File: config.mk
export PLATFORM = sky130hd
export DESIGN_NAME = lsf_ctrl
export DESIGN_NICKNAME = d
export VERILOG_FILES = /design/src/rtl/lsf_pkg.sv /design/src/rtl/lsf_ctrl.sv
export VERILOG_INCLUDE_DIRS = /design/src /design/src/rtl
export SDC_FILE = /design/constraint.sdc
export NUM_CORES = 1
export LEC_CHECK = 0
export ABC_CLOCK_PERIOD_IN_PS = 2990
export BUFFER_PORTS_ARGS = -buffer_cell sky130_fd_sc_hd__buf_2
export CAP_MARGIN = 0
export CORE_AREA = 8 8 45 47
export CTS_CLUSTER_SIZE = 24
export DETAILED_ROUTE_END_ITERATION = 6
export DIE_AREA = 0 0 53 55
export PLACE_DENSITY = 0.69
export REMOVE_ABC_BUFFERS = 1
export SETUP_SLACK_MARGIN = 0.15
export SLEW_MARGIN = 15
export SYNTH_ARGS = -nofsm -noshare
export SYNTH_HDL_FRONTEND = slang
export SYNTH_SLANG_ARGS = --single-unit
File: constraint.sdc
create_clock -name clk_i -period 2.99 [get_ports clk_i]
set_input_delay 0.299 -clock clk_i [delete_from_list [all_inputs] [get_ports clk_i]]
set_output_delay 0.299 -clock clk_i [all_outputs]
set_load 0.1 [all_outputs]
File: src/rtl/least_squares_line_fit_macros.svh
// ----------------------------------------------------------------------------
// least_squares_line_fit_macros.svh
// Assertion helpers shared by the line fit RTL.
// ----------------------------------------------------------------------------
`ifndef LEAST_SQUARES_LINE_FIT_MACROS_SVH
`define LEAST_SQUARES_LINE_FIT_MACROS_SVH

// same-cycle implication, clocked on clk_i, off during reset
`define LSF_ASSERT_IMP(lbl, ante, cons, msg) \
  lbl: assert property (@(posedge clk_i) disable iff (!rst_ni) (ante) |-> (cons)) \
    else $error(msg);

// next-cycle implication, clocked on clk_i, off during reset
`define LSF_ASSERT_NXT(lbl, ante, cons, msg) \
  lbl: assert property (@(posedge clk_i) disable iff (!rst_ni) (ante) |=> (cons)) \
    else $error(msg);

`endif

File: src/rtl/lsf_pkg.sv
// ----------------------------------------------------------------------------
// lsf_pkg
// Shared constants, step codes and control structs of the line fit block.
// ----------------------------------------------------------------------------
package lsf_pkg;

  localparam int DefMaxSamples = 1024;
  localparam int DefSampleBits = 16;

  localparam int StepW = 5;

  // datapath operation steps, run in this order after the summing pass
  localparam logic [StepW-1:0] STEP_N_SXX   = 5'd0;
  localparam logic [StepW-1:0] STEP_SX_SX   = 5'd1;
  localparam logic [StepW-1:0] STEP_N_SXY   = 5'd2;
  localparam logic [StepW-1:0] STEP_SX_SY   = 5'd3;
  localparam logic [StepW-1:0] STEP_N_SYY   = 5'd4;
  localparam logic [StepW-1:0] STEP_SY_SY   = 5'd5;
  localparam logic [StepW-1:0] STEP_SLOPE   = 5'd6;
  localparam logic [StepW-1:0] STEP_SY_DXX  = 5'd7;
  localparam logic [StepW-1:0] STEP_SX_DXY  = 5'd8;
  localparam logic [StepW-1:0] STEP_N_DXX   = 5'd9;
  localparam logic [StepW-1:0] STEP_ICPT    = 5'd10;
  localparam logic [StepW-1:0] STEP_AXY_SQ  = 5'd11;
  localparam logic [StepW-1:0] STEP_DXX_DYY = 5'd12;
  localparam logic [StepW-1:0] STEP_R2      = 5'd13;
  localparam logic [StepW-1:0] STEP_SE_DEN  = 5'd14;
  localparam logic [StepW-1:0] STEP_SE_DIV  = 5'd15;
  localparam logic [StepW-1:0] STEP_SQRT    = 5'd16;
  localparam logic [StepW-1:0] STEP_FINAL   = STEP_SQRT;

  // fit status codes
  localparam logic [1:0] FIT_OK      = 2'd0;
  localparam logic [1:0] FIT_ZERO_VX = 2'd1;
  localparam logic [1:0] FIT_ZERO_VY = 2'd2;
  localparam logic [1:0] FIT_FEW    = 2'd3;

  localparam logic [1:0] OrderReset = 2'd2;

  typedef struct packed {
    logic             store;       // write accepted word to the store
    logic             pass_start;  // begin summing pass over the store
    logic             op_start;    // launch the current step
    logic [StepW-1:0] step;        // current step code
    logic             load;        // move fit into output register
  } lsf_cmd_t;

  typedef struct packed {
    logic pass_done;
    logic op_done;
  } lsf_stat_t;

endpackage

File: src/rtl/lsf_ctrl.sv
// ----------------------------------------------------------------------------
// lsf_ctrl
// Sequencer: sample intake, summing pass, fit steps and output handshake.
// ----------------------------------------------------------------------------
`include "least_squares_line_fit_macros.svh"

module lsf_ctrl (
  input  logic               clk_i,
  input  logic               rst_ni,
  input  logic               in_valid_i,
  input  logic               last_sample_i,
  output logic               in_stall_o,
  output logic               out_valid_o,
  input  logic               out_stall_i,
  output lsf_pkg::lsf_cmd_t  cmd_o,
  input  lsf_pkg::lsf_stat_t stat_i
);

  import lsf_pkg::*;

  localparam logic [2:0] S_IDLE   = 3'd0;
  localparam logic [2:0] S_PASS   = 3'd1;
  localparam logic [2:0] S_LAUNCH = 3'd2;
  localparam logic [2:0] S_WAIT   = 3'd3;
  localparam logic [2:0] S_LOAD   = 3'd4;

  logic [2:0]       state_q, state_d;
  logic [StepW-1:0] step_q, step_d;
  logic             out_valid_q, out_valid_d;
  logic             accept;

  assign in_stall_o  = (state_q != S_IDLE);
  assign out_valid_o = out_valid_q;
  assign accept      = in_valid_i && !in_stall_o;

  // next state and commands
  always_comb begin
    state_d          = state_q;
    step_d           = step_q;
    out_valid_d      = out_valid_q && out_stall_i;
    cmd_o.store      = 1'b0;
    cmd_o.pass_start = 1'b0;
    cmd_o.op_start   = 1'b0;
    cmd_o.load       = 1'b0;
    cmd_o.step       = step_q;
    unique case (state_q)
      S_IDLE: begin
        cmd_o.store = accept;
        if (accept && last_sample_i) begin
          cmd_o.pass_start = 1'b1;
          state_d          = S_PASS;
        end
      end
      S_PASS: begin
        if (stat_i.pass_done) begin
          step_d  = STEP_N_SXX;
          state_d = S_LAUNCH;
        end
      end
      S_LAUNCH: begin
        cmd_o.op_start = 1'b1;
        state_d        = S_WAIT;
      end
      S_WAIT: begin
        if (stat_i.op_done) begin
          if (step_q == STEP_FINAL) begin
            state_d = S_LOAD;
          end else begin
            step_d  = step_q + StepW'(1);
            state_d = S_LAUNCH;
          end
        end
      end
      S_LOAD: begin
        // output register free or being emptied this cycle
        if (!out_valid_q || !out_stall_i) begin
          cmd_o.load  = 1'b1;
          out_valid_d = 1'b1;
          state_d     = S_IDLE;
        end
      end
      default: state_d = S_IDLE;
    endcase
  end

  always_ff @(posedge clk_i or negedge rst_ni) begin
    if (!rst_ni) begin
      state_q     <= S_IDLE;
      step_q      <= STEP_N_SXX;
      out_valid_q <= 1'b0;
    end else begin
      state_q     <= state_d;
      step_q      <= step_d;
      out_valid_q <= out_valid_d;
    end
  end

  `LSF_ASSERT_IMP(a_pass_done_in_pass, stat_i.pass_done, state_q == S_PASS, "pass done outside pass")
  `LSF_ASSERT_IMP(a_op_done_in_wait, stat_i.op_done, state_q == S_WAIT, "unit done while not waiting")
  `LSF_ASSERT_NXT(a_load_shows_word, cmd_o.load, out_valid_q && state_q == S_IDLE, "load lost word")

endmodule

==> impl_metrics.ini <==
[cts]
root_buffer = clkbuf_4
htree_num_levels = 1
clock-sinks = 9
clk_path_buf_depth = 2
clk_latency_ps = 260
numCtsBuffers = 3
cts_resized = 0
cts_tree = done
clkTransAtPathRegs_ps = 60
cts_setup_buffers = 0

[floorplanning]
rows = 14
dieArea_um2 = 2920
initial_core_util_pct = 37.4
die_width_um = 53
core_um2 = 1380
io_pins = 18
die_y_um = 55

[critical_path]
worstPathMaxFanout = 7
cp.depth = 3
cp_cell_sequence = or3_1 > nor2_1 > buf_2
r2r-start = step_q[0]
crit_path_start = state_q[2]
crit_family = simple AND/OR/NAND/NOR gates
cp-start-kind = flip-flop
arrival_ps = 1670
worstPathRequired_ps = 2690
end_kind = output pin
setup.worst_path.class = flip-flop to output pin
critPathBufInv = 1
reg2reg_to = step_q[0]
ff2ff_path_depth = 5
slowest_delay_ps = 440
worst_path_max_delay_cell = dfrtp_1
rrSetupSlack_ps = 1430

[sta]
rsz0062_at_grt = no
tightest_slew_ps = 489
finalCritPeriodShare_pct = 65.8
timing.hold.ws_ps = 264
maxSlewHeadroom_pct = 67.6
skew_ps = 1.40
finalHoldViolCount = 0
fmax_ghz = 0.508
setup_viol = 0
period_needed_ps = 1970
report.final.slew_viol_count = 0

[detailed_routing]
antenna_left = 0
drt_wl_total_mm = 1.24
drtIter0Drc = 6
wl_per_cell_um = 13.8
vias = 479
dr.pass1.iters = 4
drc_errors = 0
via_per_inst = 5.32

[logic_synthesis]
synthSimpleGateAreaFrac_pct = 23.4
synth_top_family_by_area = simple AND/OR/NAND/NOR gates
synth-adder-area-share_pct = 4.83
synth.cell_area_um2 = 518
yosys.area_share.xor_xnor_pct = 0
ys_ff_latch = 9
ys_types = 24
avgSynthCellArea_um2 = 9.77
synth_warnings = 0
ys_seq_area_share_pct = 43.5
syn_inst = 53
synth-compound-area-share_pct = 18.8
synth_mux_area_share_pct = 4.83

[global_routing]
grt_usage_pct = 9.97
grt_pass1_wl_mm = 2.12
antenna_found_initial = 0
grt_max_degree = 12
grt-ovfl-total = 0
first_global_vias = 514

[worst_hold_path]
min_path_type = input port to flip-flop
hold_start = out_stall_i
hold_depth = 3
hold_end = out_valid_o

[placed_design]
numPortBuffers = 17
hpwl_um = 962
gp_congestion = 0.768
placed_area_um2 = 618

[job]
maxCapViolCount = 0

[finish]
diodes = 0
final_cell_area_um2 = 654
final_util_pct = 47.3
drive_gt1_share_pct = 29.7
final_cell_mix = buf_2 (17), dfrtp_1 (9), inv_1 (5), nand2_1 (5), nor2_1 (5)
synthToLayoutAreaGrowth_pct = 26.3
multi_input_area_um2 = 269
mostFrequentLayoutCell = buf_2
ff_latch_area_um2 = 225
n_fill_cell = 138
fin_nets = 84

[outcome]
status = finished, final reports clean
cell usage after synthesis:
cell type,number,area [um2]
o22ai_1,1,6.26
nand2_1,5,18.8
o21ai_0,1,5.00
nor4bb_2,1,16.3
dfrtp_1,9,225
mux2_4,1,15.0
nand3_1,2,10.0
nand3b_1,1,7.51
inv_1,5,18.8
nand4b_1,1,8.76
nand2b_1,1,6.26
a221oi_1,1,8.76
nor2_1,5,18.8
mux2i_1,1,10.0
a211o_1,4,35.0
nand4bb_1,1,11.3
or3_1,1,6.26
a21o_1,2,15.0
nor3b_1,1,7.51
ha_1,2,25.0
a22o_1,2,17.5
a21oi_1,2,10.0
nor3_1,2,10.0
buf_2,1,5.00
registers in the layout, summed over array words and instances, names as in the netlist:
register,count
state_q,3
step_q,5
out_valid_o,1
cell type report:
class / instances / area share [%]
well taps: 16 / 3.06
flip-flops and latches: 9 / 34.4
multi-input cells: 38 / 41.1
inverters: 5 / 2.87
clock buffers: 4 / 4.02
repair buffers: 18 / 14.5
cell families after synthesis:
logic type	after synthesis
buf+inv	6
flops	9
compound gates	13
mux	2
fa+ha+maj	2
simple gates	21
worst min-delay path, stage by stage:
cell and delay (ps):
buf_2 80, nand2_1 60, nand2_1 50
metrics by stage:
step / worst slack [ps] / TNS [ps] / instances
CTS: 1020 / 0 / 90
finish: 1020 / 0 / 90
global placement: 1330 / 0 / 85
floorplan: -12.3 / -12.3 / 52
detailed placement: 1310 / 0 / 85
global route: 926 / 0 / 90
per-layer routing:
layer,GRT usage (%),part of all wire [%]
met2,16.6,45
met1,10.1,42
met3,3.48,11
met4,7.76,2.3
met5,0,0
worst max-delay path by stage:
| stage | to | slack, ps |
|---|---|---|
| after floorplan | cmd_o[6] | -10 |
| after global placement | cmd_o[7] | 1330 |
| after detailed placement | cmd_o[7] | 1310 |
| after CTS | cmd_o[7] | 1020 |
| after global routing | cmd_o[8] | 930 |
| final | cmd_o[7] | 1020 |
timing repair:
action	CTS	global route
hold buffers	1	0
endpoints found under the hold margin	9	0
endpoints found under the setup margin	0	0
Power is left out: the tool's default activity adds up to more than one toggle a clock period on the data nets, which glitch-free logic cannot reach.
